===== config.mk =====
export PLATFORM = sky130hd
export DESIGN_NAME = controller_subcommand_responder_top
export DESIGN_NICKNAME = d
export VERILOG_FILES = /design/src/hdl/csr_pkg.sv /design/src/hdl/controller_subcommand_responder_top.sv /design/src/hdl/csr_reply_gen.sv
export SDC_FILE = /design/constraint.sdc
export NUM_CORES = 1
export LEC_CHECK = 0
export ABC_CLOCK_PERIOD_IN_PS = 9920
export BUFFER_PORTS_ARGS = -buffer_cell sky130_fd_sc_hd__buf_2
export CORE_ASPECT_RATIO = 0.6
export CORE_MARGIN = 2
export CORE_UTILIZATION = 61
export CTS_CLUSTER_SIZE = 8
export DETAILED_ROUTE_END_ITERATION = 16
export GPL_TIMING_DRIVEN = 0
export HOLD_SLACK_MARGIN = 0.1
export PLACE_DENSITY = 0.79
export SETUP_SLACK_MARGIN = 0.5
export SLEW_MARGIN = 40
export SYNTH_ARGS = -nofsm -noshare
export SYNTH_HDL_FRONTEND = slang
export SYNTH_HIERARCHICAL = 1
export SYNTH_SLANG_ARGS = --single-unit
export TNS_END_PERCENT = 5

===== constraint.sdc =====
create_clock -name clk -period 9.92 [get_ports clk]
set_input_delay 2.976 -clock clk [delete_from_list [all_inputs] [get_ports clk]]
set_output_delay 2.976 -clock clk [all_outputs]
set_load 0.02 [all_outputs]

===== src/hdl/csr_pkg.sv =====
// shared types, constants and the device-info table of the subcommand responder
`default_nettype none
package csr_pkg;

  localparam int unsigned CNT_W   = 5;
  localparam int unsigned POS_W   = 7;
  localparam int unsigned LEN_W   = 6;
  localparam int unsigned RL_W    = 5;
  localparam int unsigned NPARAM  = 5;

  localparam logic [CNT_W-1:0] COUNT_MAX       = 5'd31;
  localparam logic [CNT_W-1:0] SUBCMD_POS      = 5'd10;
  localparam logic [CNT_W-1:0] PARAM_POS       = 5'd11;
  localparam logic [CNT_W-1:0] MIN_REPLY_COUNT = 5'd11;
  localparam logic [CNT_W-1:0] FLASH_MIN_COUNT = 5'd16;

  localparam logic [POS_W-1:0] HDR_LEN       = 7'd12;
  localparam logic [LEN_W-1:0] INFO_LEN      = 6'd12;
  localparam logic [LEN_W-1:0] FLASH_HDR_LEN = 6'd5;

  localparam logic [7:0] SUBCMD_INFO  = 8'h02;
  localparam logic [7:0] SUBCMD_FLASH = 8'h10;
  localparam logic [7:0] REPLY_FLAG   = 8'h80;

  typedef enum logic [1:0] {
    KIND_NONE,
    KIND_INFO,
    KIND_FLASH
  } csr_kind_t;

  typedef struct packed {
    logic [7:0] in_byte;
    logic       in_last;
  } csr_in_t;

  typedef struct packed {
    logic [7:0] out_byte;
    logic       out_last;
  } csr_out_t;

  // everything the reply generator needs, captured at packet end
  typedef struct packed {
    csr_kind_t              kind;
    logic [7:0]             timer;
    logic [7:0]             subcmd;
    logic [3:0][7:0]        addr;
    logic [RL_W-1:0]        read_len;
    logic [POS_W-1:0]       total;
  } csr_desc_t;

  function automatic logic [7:0] info_byte(input logic [3:0] idx);
    logic [7:0] v;
    case (idx)
      4'd0:    v = 8'h03;
      4'd1:    v = 8'h48;
      4'd2:    v = 8'h03;
      4'd3:    v = 8'h02;
      4'd10:   v = 8'h01;
      4'd11:   v = 8'h01;
      default: v = 8'h00;
    endcase
    return v;
  endfunction

endpackage
`default_nettype wire


===== src/hdl/controller_subcommand_responder_top.sv =====
// top level of the subcommand responder: packet parser and reply launch
//
//  channel | direction | payload              | handshake
//  pkt     | in        | in_byte, in_last     | pkt_valid / pkt_stall
//  rsp     | out       | out_byte, out_last   | rsp_valid / rsp_stall
//
// packet bytes are taken one per cycle unless stalled; each is parsed in the cycle it arrives
// a reply of 12 to 12 + MAX_REPLY bytes leaves one byte per cycle, unless rsp_stall holds it, from the
// generator's output register, so its length sets the spacing of replies
// while a reply is still being generated, only a final packet byte is stalled
// rst is synchronous; it clears the byte count, subcommand, timer and generator
`default_nettype none
module controller_subcommand_responder_top #(
  parameter int unsigned MAX_REPLY      = 30,
  parameter int unsigned FLASH_READ_MAX = 29
) (
  input  wire logic             clk,
  input  wire logic             rst,
  input  wire logic             pkt_valid,
  output logic                  pkt_stall,
  input  wire csr_pkg::csr_in_t pkt,
  output logic                  rsp_valid,
  input  wire logic             rsp_stall,
  output csr_pkg::csr_out_t     rsp
);
  import csr_pkg::*;

  // parser state
  logic [CNT_W-1:0]       byte_count;
  logic [7:0]             subcommand_id;
  logic [NPARAM-1:0][7:0] param_bytes;
  logic [7:0]             reply_timer;

  // values after the current byte is folded in
  logic [CNT_W-1:0]       count_next;
  logic [7:0]             subcmd_next;
  logic [NPARAM-1:0][7:0] param_next;
  logic [CNT_W-1:0]       pidx;

  logic                   accept;
  logic                   launch;
  logic                   gen_busy;
  logic [RL_W-1:0]        read_len;
  logic [LEN_W-1:0]       data_len;
  logic [LEN_W-1:0]       data_len_cap;
  csr_desc_t              desc;

  // only a packet end can need the generator, so only that byte waits
  assign pkt_stall = pkt.in_last && gen_busy;
  assign accept    = pkt_valid && !pkt_stall;

  assign pidx = byte_count - PARAM_POS;

  always_comb begin
    count_next  = (byte_count < COUNT_MAX) ? byte_count + 5'd1 : byte_count;
    subcmd_next = (byte_count == SUBCMD_POS) ? pkt.in_byte : subcommand_id;
    param_next  = param_bytes;
    if (byte_count >= PARAM_POS && byte_count < PARAM_POS + 5'(NPARAM)) begin
      param_next[pidx[2:0]] = pkt.in_byte;
    end
  end

  // a reply goes out when a packet of 11 or more bytes ends
  assign launch = accept && pkt.in_last && (count_next >= MIN_REPLY_COUNT);

  // flash read length, capped
  assign read_len = (param_next[4] > 8'(FLASH_READ_MAX)) ? RL_W'(FLASH_READ_MAX)
                                                           : param_next[4][RL_W-1:0];

  always_comb begin
    desc.timer    = reply_timer;
    desc.subcmd   = subcmd_next;
    desc.addr     = param_next[3:0];
    desc.read_len = read_len;
    if (subcmd_next == SUBCMD_INFO) begin
      desc.kind = KIND_INFO;
      data_len  = INFO_LEN;
    end else if (subcmd_next == SUBCMD_FLASH && count_next >= FLASH_MIN_COUNT) begin
      // short flash read packets get a header only
      desc.kind = KIND_FLASH;
      data_len  = FLASH_HDR_LEN + LEN_W'(read_len);
    end else begin
      desc.kind = KIND_NONE;
      data_len  = '0;
    end
    // reply data truncated to MAX_REPLY bytes
    data_len_cap = (data_len > LEN_W'(MAX_REPLY)) ? LEN_W'(MAX_REPLY) : data_len;
    desc.total   = HDR_LEN + POS_W'(data_len_cap);
  end

  always_ff @(posedge clk) begin
    if (rst) begin
      byte_count    <= '0;
      subcommand_id <= '0;
      reply_timer   <= '0;
    end else if (accept) begin
      subcommand_id <= subcmd_next;
      byte_count    <= pkt.in_last ? '0 : count_next;
      if (launch) begin
        reply_timer <= reply_timer + 8'd1;
      end
    end
  end

  // parameter bytes are only read after this packet has written them all
  always_ff @(posedge clk) begin
    if (accept) begin
      param_bytes <= param_next;
    end
  end

  csr_reply_gen u_gen (
    .clk       (clk),
    .rst       (rst),
    .load      (launch),
    .desc_in   (desc),
    .busy      (gen_busy),
    .rsp_valid (rsp_valid),
    .rsp_stall (rsp_stall),
    .rsp       (rsp)
  );

endmodule
`default_nettype wire


===== src/hdl/csr_reply_gen.sv =====
// reply generator: walks one captured descriptor out as report bytes
`default_nettype none
module csr_reply_gen (
  input  wire logic               clk,
  input  wire logic               rst,
  input  wire logic               load,
  input  wire csr_pkg::csr_desc_t desc_in,
  output logic                    busy,
  output logic                    rsp_valid,
  input  wire logic               rsp_stall,
  output csr_pkg::csr_out_t       rsp
);
  import csr_pkg::*;

  csr_desc_t        desc;
  logic             desc_valid;
  logic [POS_W-1:0] pos;
  logic             advance;
  logic [7:0]       cur_byte;
  logic             cur_last;
  logic [POS_W-1:0] dpos;

  assign busy     = desc_valid;
  assign advance  = desc_valid && (!rsp_valid || !rsp_stall);
  assign cur_last = (pos + 7'd1) == desc.total;
  assign dpos     = pos - HDR_LEN;

  always_comb begin
    cur_byte = 8'h00;
    if (pos < HDR_LEN) begin
      if (pos == 7'd0) begin
        cur_byte = desc.timer;
      end else if (pos inside {7'd5, 7'd8}) begin
        cur_byte = REPLY_FLAG;
      end else if (pos == 7'd11) begin
        cur_byte = REPLY_FLAG | desc.subcmd;
      end
    end else begin
      case (desc.kind)
        KIND_INFO: begin
          cur_byte = info_byte(dpos[3:0]);
        end
        KIND_FLASH: begin
          if (dpos < 7'd4) begin
            cur_byte = desc.addr[dpos[1:0]];
          end else if (dpos == 7'd4) begin
            cur_byte = 8'(desc.read_len);
          end
        end
        default: cur_byte = 8'h00;
      endcase
    end
  end

  always_ff @(posedge clk) begin
    if (rst) begin
      desc_valid <= 1'b0;
      rsp_valid  <= 1'b0;
      pos        <= '0;
    end else begin
      if (load && !desc_valid) begin
        desc_valid <= 1'b1;
        pos        <= '0;
      end else if (advance) begin
        pos <= pos + 7'd1;
        if (cur_last) begin
          desc_valid <= 1'b0;
        end
      end
      if (advance) begin
        rsp_valid <= 1'b1;
      end else if (!rsp_stall) begin
        rsp_valid <= 1'b0;
      end
    end
  end

  always_ff @(posedge clk) begin
    if (load && !desc_valid) begin
      desc <= desc_in;
    end
    if (advance) begin
      rsp.out_byte <= cur_byte;
      rsp.out_last <= cur_last;
    end
  end

endmodule
`default_nettype wire


## Word level (Yosys, flattened, before mapping)

Cells that the tools add are included.

| storage, ports and cells | value |
|---|---|
| register bits after elaboration | 140 |
| bits in latches | 0 |
| RAM bits | 0 |
| ROM bits | 0 |
| input bits | 13 |
| logic and storage cells | 108 |
| memories kept | 0 |

| operators by class | value |
|---|---|
| add/subtract/negate cells | 7 |
| multipliers | 0 |
| div/mod/pow operators | 0 |
| magnitude comparators | 12 |
| equal/unequal tests | 16 |
| shifts and indexed selects | 0 |
| multiplexer cells | 27 |
| bitwise operators | 0 |
| reductions and logical operators | 24 |

Operators by type and width:

| kind | count |
|---|---|
| 8-bit 2-to-1 mux | 8 |
| 40-bit bitwise mux | 1 |
| 40-bit 2-to-1 mux | 1 |
| 7-bit case mux with 4 select lines | 1 |
| 8-bit demux with 3-bit select | 1 |
| 5-bit 2-to-1 mux | 4 |
| 6-bit 2-to-1 mux | 3 |
| 8-bit binary-select mux with 2-bit select | 1 |
| 8-bit case mux with 2 select lines | 1 |
| 7-bit by 3-bit equality test with 1-bit output (second input constant) | 2 |
| 7-bit by 4-bit equality test with 1-bit output (second input constant) | 2 |
| 5-bit by 4-bit >= comparator with 1-bit output (second input constant) | 2 |
| 5-bit < comparator (second input constant) | 2 |
| 1-bit logical AND | 9 |
| 8-bit by 1-bit adder with 8-bit output (second input constant) | 1 |
| 4-bit by 2-bit equality test with 1-bit output (second input constant) | 2 |
| 4-bit equality test (second input constant) | 2 |
| 8-bit by 2-bit equality test with 1-bit output (second input constant) | 1 |
| 8-bit by 5-bit equality test with 1-bit output (second input constant) | 1 |
| 8-bit by 5-bit > comparator with 1-bit output (second input constant) | 1 |
| 4-bit by 6-bit adder with 7-bit output (first input constant) | 1 |
| 7-bit by 1-bit adder with 7-bit output (second input constant) | 1 |
| 7-bit equality test | 1 |
| 7-bit zero test | 1 |
| 24 further kinds | 36 |

## Logic depth before layout (Yosys ltp)

| depth | value |
|---|---|
| depth after elaboration | 15 |
| mapped depth | 14 |
| depth with buffers taken out | 13 |

## Modules after synthesis

The synthesis kept the hierarchy.

By module, submodules not included:

| module | instances | cells an instance | area each (µm²) | seq. area each (µm²) |
|---|---|---|---|---|
| controller_subcommand_responder_top | 1 | 304 | 3384.5 | 1621.6 |
| csr_reply_gen | 1 | 218 | 3378.2 | 2282.2 |

## Worst setup path after synthesis

No wires, ideal clock.

| timing | value |
|---|---|
| path kind | input to register |
| from | input port pkt[0] (netlist bit) |
| to | register u_gen.pos[0] |
| setup time | 0.122 ns |
| arrival | 6.900 ns |
| required time | 9.798 ns |
| setup slack | 2.898 ns |
| stages on the path | 8 |
| buffers on the path | 1 |
| cells stage by stage | nand3b_1 -> a31oi_4 -> nand2_1 -> inv_1 -> nor2b_1 -> or2_2 -> clkbuf_1 -> nor2_1 |

| on the way | value |
|---|---|
| word-level cells in the longest chain between the ends | 7 |

RTL lines:

| what | RTL line | source |
|---|---|---|
| from (decl) | controller_subcommand_responder_top.sv:21 | `input wire csr_pkg::csr_in_t pkt,` |
| 1-bit logical AND | controller_subcommand_responder_top.sv:49 | `assign pkt_stall = pkt.in_last && gen_busy;` |
| 1-bit zero test | controller_subcommand_responder_top.sv:50 | `assign accept = pkt_valid && !pkt_stall;` |
| 1-bit logical AND | controller_subcommand_responder_top.sv:50 |  |
| 1-bit logical AND * (2 in a row) | controller_subcommand_responder_top.sv:64 | `assign launch = accept && pkt.in_last && (count_next >= MIN_REPLY_COUNT);` |
| named net launch | controller_subcommand_responder_top.sv:41 | `logic launch;` |
| 1-bit logical AND * | csr_reply_gen.sv:61 | `if (load && !desc_valid) begin` |
| 2-bit OR reduction (no source line) * | -- |  |
| to (signal assigned) | csr_reply_gen.sv:65 | `pos <= pos + 7'd1;` |
| to (decl) | csr_reply_gen.sv:17 | `logic [POS_W-1:0] pos;` |

Mark *: on every way through the listed nets, which the timed path passes. The rest lies on a longest branch.
A chain may end at the register's enable or synchronous reset.

## Worst setup path in the final report

| timing | value |
|---|---|
| from | input port pkt[0] (netlist bit) |
| to | output port pkt_stall |

| on the way | value |
|---|---|
| word-level cells in the longest chain between the ends | 1 |

RTL lines:

| what | RTL line | source |
|---|---|---|
| 1-bit logical AND | controller_subcommand_responder_top.sv:49 |  |
| to (decl) | controller_subcommand_responder_top.sv:20 | `output logic pkt_stall,` |

Every way passes these cells.

==> flow_summary.json <==
{
  "synth-main-ff-cell": "edfxtp_1",
  "layout.nets": 591,
  "place_congestion": 0.894,
  "synth_nets": 550,
  "top_cell_by_count_worst_path": "buf_2",
  "power_per_cell_area_nw_per_um2": 182,
  "grt_util_all_layers": 0.274,
  "synth_xor_area_frac": 0.0348,
  "die_y_um": 85.6,
  "synth_edf_count": 110,
  "n_antenna_cell": 0,
  "ctsLongestPathBuffers": 2,
  "grt_first_pass_wirelength_mm": 24.8,
  "average_cell_area_after_synthesis_um2": 13.0,
  "netlist.top_cell.by_area": "edfxtp_1",
  "timing_max_transition_violations_final": 0,
  "synth_compound_gate_area_share": 0.101,
  "synth.lib_cells_used.distinct": 69,
  "clock_tree.root_cell": "clkbuf_16",
  "sum_of_net_half_perimeters_after_detailed_placement_mm": 10.4,
  "post_drt_wl_per_cell_um": 21.7,
  "cp_slowest_cell": "buf_2",
  "synth_seq_cells": 140,
  "first_pass_detailed_route_iteration_total": 5,
  "detail_route.wirelength_mm": 15.5,
  "count_of_clock_tree_sinks": 140,
  "finalSetupTns_ns": 0,
  "initial_core_util": 0.634,
  "timing.critical_path.cells": "buf_2, nand2_1, inv_1, buf_2",
  "holdWs_ns": 0.455,
  "cp_data_arrival_time_ns": 3.40,
  "adder_and_majority_gate_portion_of_the_synthesized_area": 0.0278,
  "final_layout_size_suffix_gt1_frac": 0.250,
  "finalWorstPathRequiredPeriod_ns": 6.37,
  "synth.cell_area_um2": 6760,
  "hold_path.class": "reg2reg",
  "die_width_um": 140,
  "drv_cap": 0,
  "core_footprint_um2": 10700,
  "synth_top_cell_area_share": 0.488,
  "boundaryPins": 24,
  "cts-buffers-inserted": 17,
  "site_rows": 29,
  "ys_seq_area_frac": 0.577,
  "cts_post_setup_buffers_inserted": 0,
  "final_hold_viol_count": 0,
  "synth_simple_gate_area_frac": 0.117,
  "layout_commonest_cell": "edfxtp_1",
  "cts_tree": "built",
  "worstMarginPinSlew_ns": 0.711,
  "rsz0062_at_grt": "false",
  "ys_warn_count": 6,
  "synthArstFlopShare": 0,
  "netlist_top_cells_area": "edfxtp_1, dfxtp_1, mux2_2",
  "finalSetupViolations": 0,
  "worst-path-max-fanout": 6,
  "first_iter_violations": 496,
  "area_growth_syn_to_layout_pct": 15.2,
  "vdd.ir_drop.worst_mv": 0.138,
  "htree_num_levels": 4,
  "timing.clock.skew_ns": 0.0130,
  "timing_worst_setup_path_type": "in2out",
  "cell_count_after_synthesis": 522,
  "largest_family_of_logic_cells_by_synthesized_area": "simple AND/OR/NAND/NOR gates",
  "yosys-mux-area-fraction": 0.111,
  "final_ant_viol_nets": 0,
  "clk_pin_slew_ns": 0.06,
  "total_leakage_power_nw": 2.69,
  "grt_pass1_vias": 4582,
  "die-area_um2": 12000,
  "grt_max_degree": 34,
  "crit_path_end_kind": "primary output",
  "vias": 4537,
  "outcome": "completed",
  "clock_insertion_delay_worst_skew_ns": 0.42,
  "max_slew_margin": 0.523,
  "remaining_drc_errors": 0,
  "viasPerCell": 6.35,
  "cts-hold-fix-buffers": 0,
  "commonest_cells_after_routing_fill_and_taps_aside": "edfxtp_1, mux2_2, nor2_1, dfxtp_1, nand2_1",
  "grt_antenna_before_repair": 0,
  "worst_ep_required_time_ns": 6.94,
  "n_fill_cell": 682,
  "port_buffers": 18,
  "startpoint_types": "input pin",
  "crit_path_max_incr_delay_ns": 0.15,
  "post-route-period-util": 0.642,
  "cts_resized": 0,
  "globalRouteOverflowTotal": 0,
  "fmax_mhz": 157
}
synthesized netlist by cell type, types with 5 or more instances:
cell,n
clkbuf_1,13
mux2i_1,5
nor2_1,41
a22oi_1,8
dfxtp_1,30
ha_1,15
edfxtp_1,110
nor2b_1,5
nand2_1,29
nand4_1,8
xor2_1,11
mux2_2,44
o21ai_0,17
nor3_1,17
or3_1,5
inv_1,15
nand3_1,11
buf_2,7
mux4_2,8
nand2b_1,5
a21oi_1,18
xnor2_1,14
worst max-delay path: cells and delay by family:
family                 cells  cell delay (ns)
and+or+nand+nor            1             0.08
buffers and inverters      3             0.34
metrics by stage:
step	util	std cells	setup slack, ns	power (mW)	instance area (um2)
after detailed placement	0.667	683	3.55	0.711	7120
after global placement	0.659	679	1.32	0.707	7030
after global routing	0.731	715	3.52	1.46	7790
final	0.731	715	3.55	1.42	7790
after CTS	0.730	715	3.55	1.43	7790
after floorplan	-	522	2.90	0.694	6760
worst paths after layout:
check,from,to,slack (ns),depth (start not counted)
worst min register to register,reply_timer[7],u_gen/desc[59],0.46,0
worst max register to register,byte_count[0],u_gen/desc[4],6.17,14
worst min-delay path,reply_timer[7],u_gen/desc[59],0.46,0
worst max-delay path,pkt[0],pkt_stall,3.55,4
registers in the layout (all words and copies together), names as in the netlist:
register,flops
u_gen/desc,61
param_bytes,40
u_gen/rsp,9
reply_timer,8
subcommand_id,8
u_gen/pos,7
byte_count,5
u_gen/busy,1
u_gen/rsp_valid,1
kinds of logic after synthesis:
| logic type | count (synthesis) |
|---|---|
| muxes | 59 |
| adders and majority gates | 15 |
| xor gates and xnor gates | 26 |
| AOI/OAI and AO/OA | 90 |
| other | 1 |
| buffers and inverters | 43 |
| DFF | 140 |
| and+or+nand+nor | 148 |
per-layer routing:
metal | part of all wire | track usage
met2 | 0.47 | 0.425
met4 | 0.012 | 0.0845
met1 | 0.45 | 0.390
met3 | 0.070 | 0.0659
met5 | 0 | 0
layout make-up:
type	instances	area, um2	share of cell area
Timing Repair Buffer	22	168	0.0215
Clock buffer	22	454	0.0583
Multi-Input combinational cell	339	2670	0.342
Inverter	16	60.1	0.00771
Tap cell	139	174	0.0223
Buffer	27	151	0.0194
Sequential cell	140	3900	0.501
Clock inverter	10	214	0.0275
power breakdown:
part           internal [mW]  switching [mW]
Combinational         0.0191          0.0312
Clock                  0.480           0.239
Sequential             0.644         0.00625
Total                   1.14           0.277
Power figures use the tool's default switching activity.
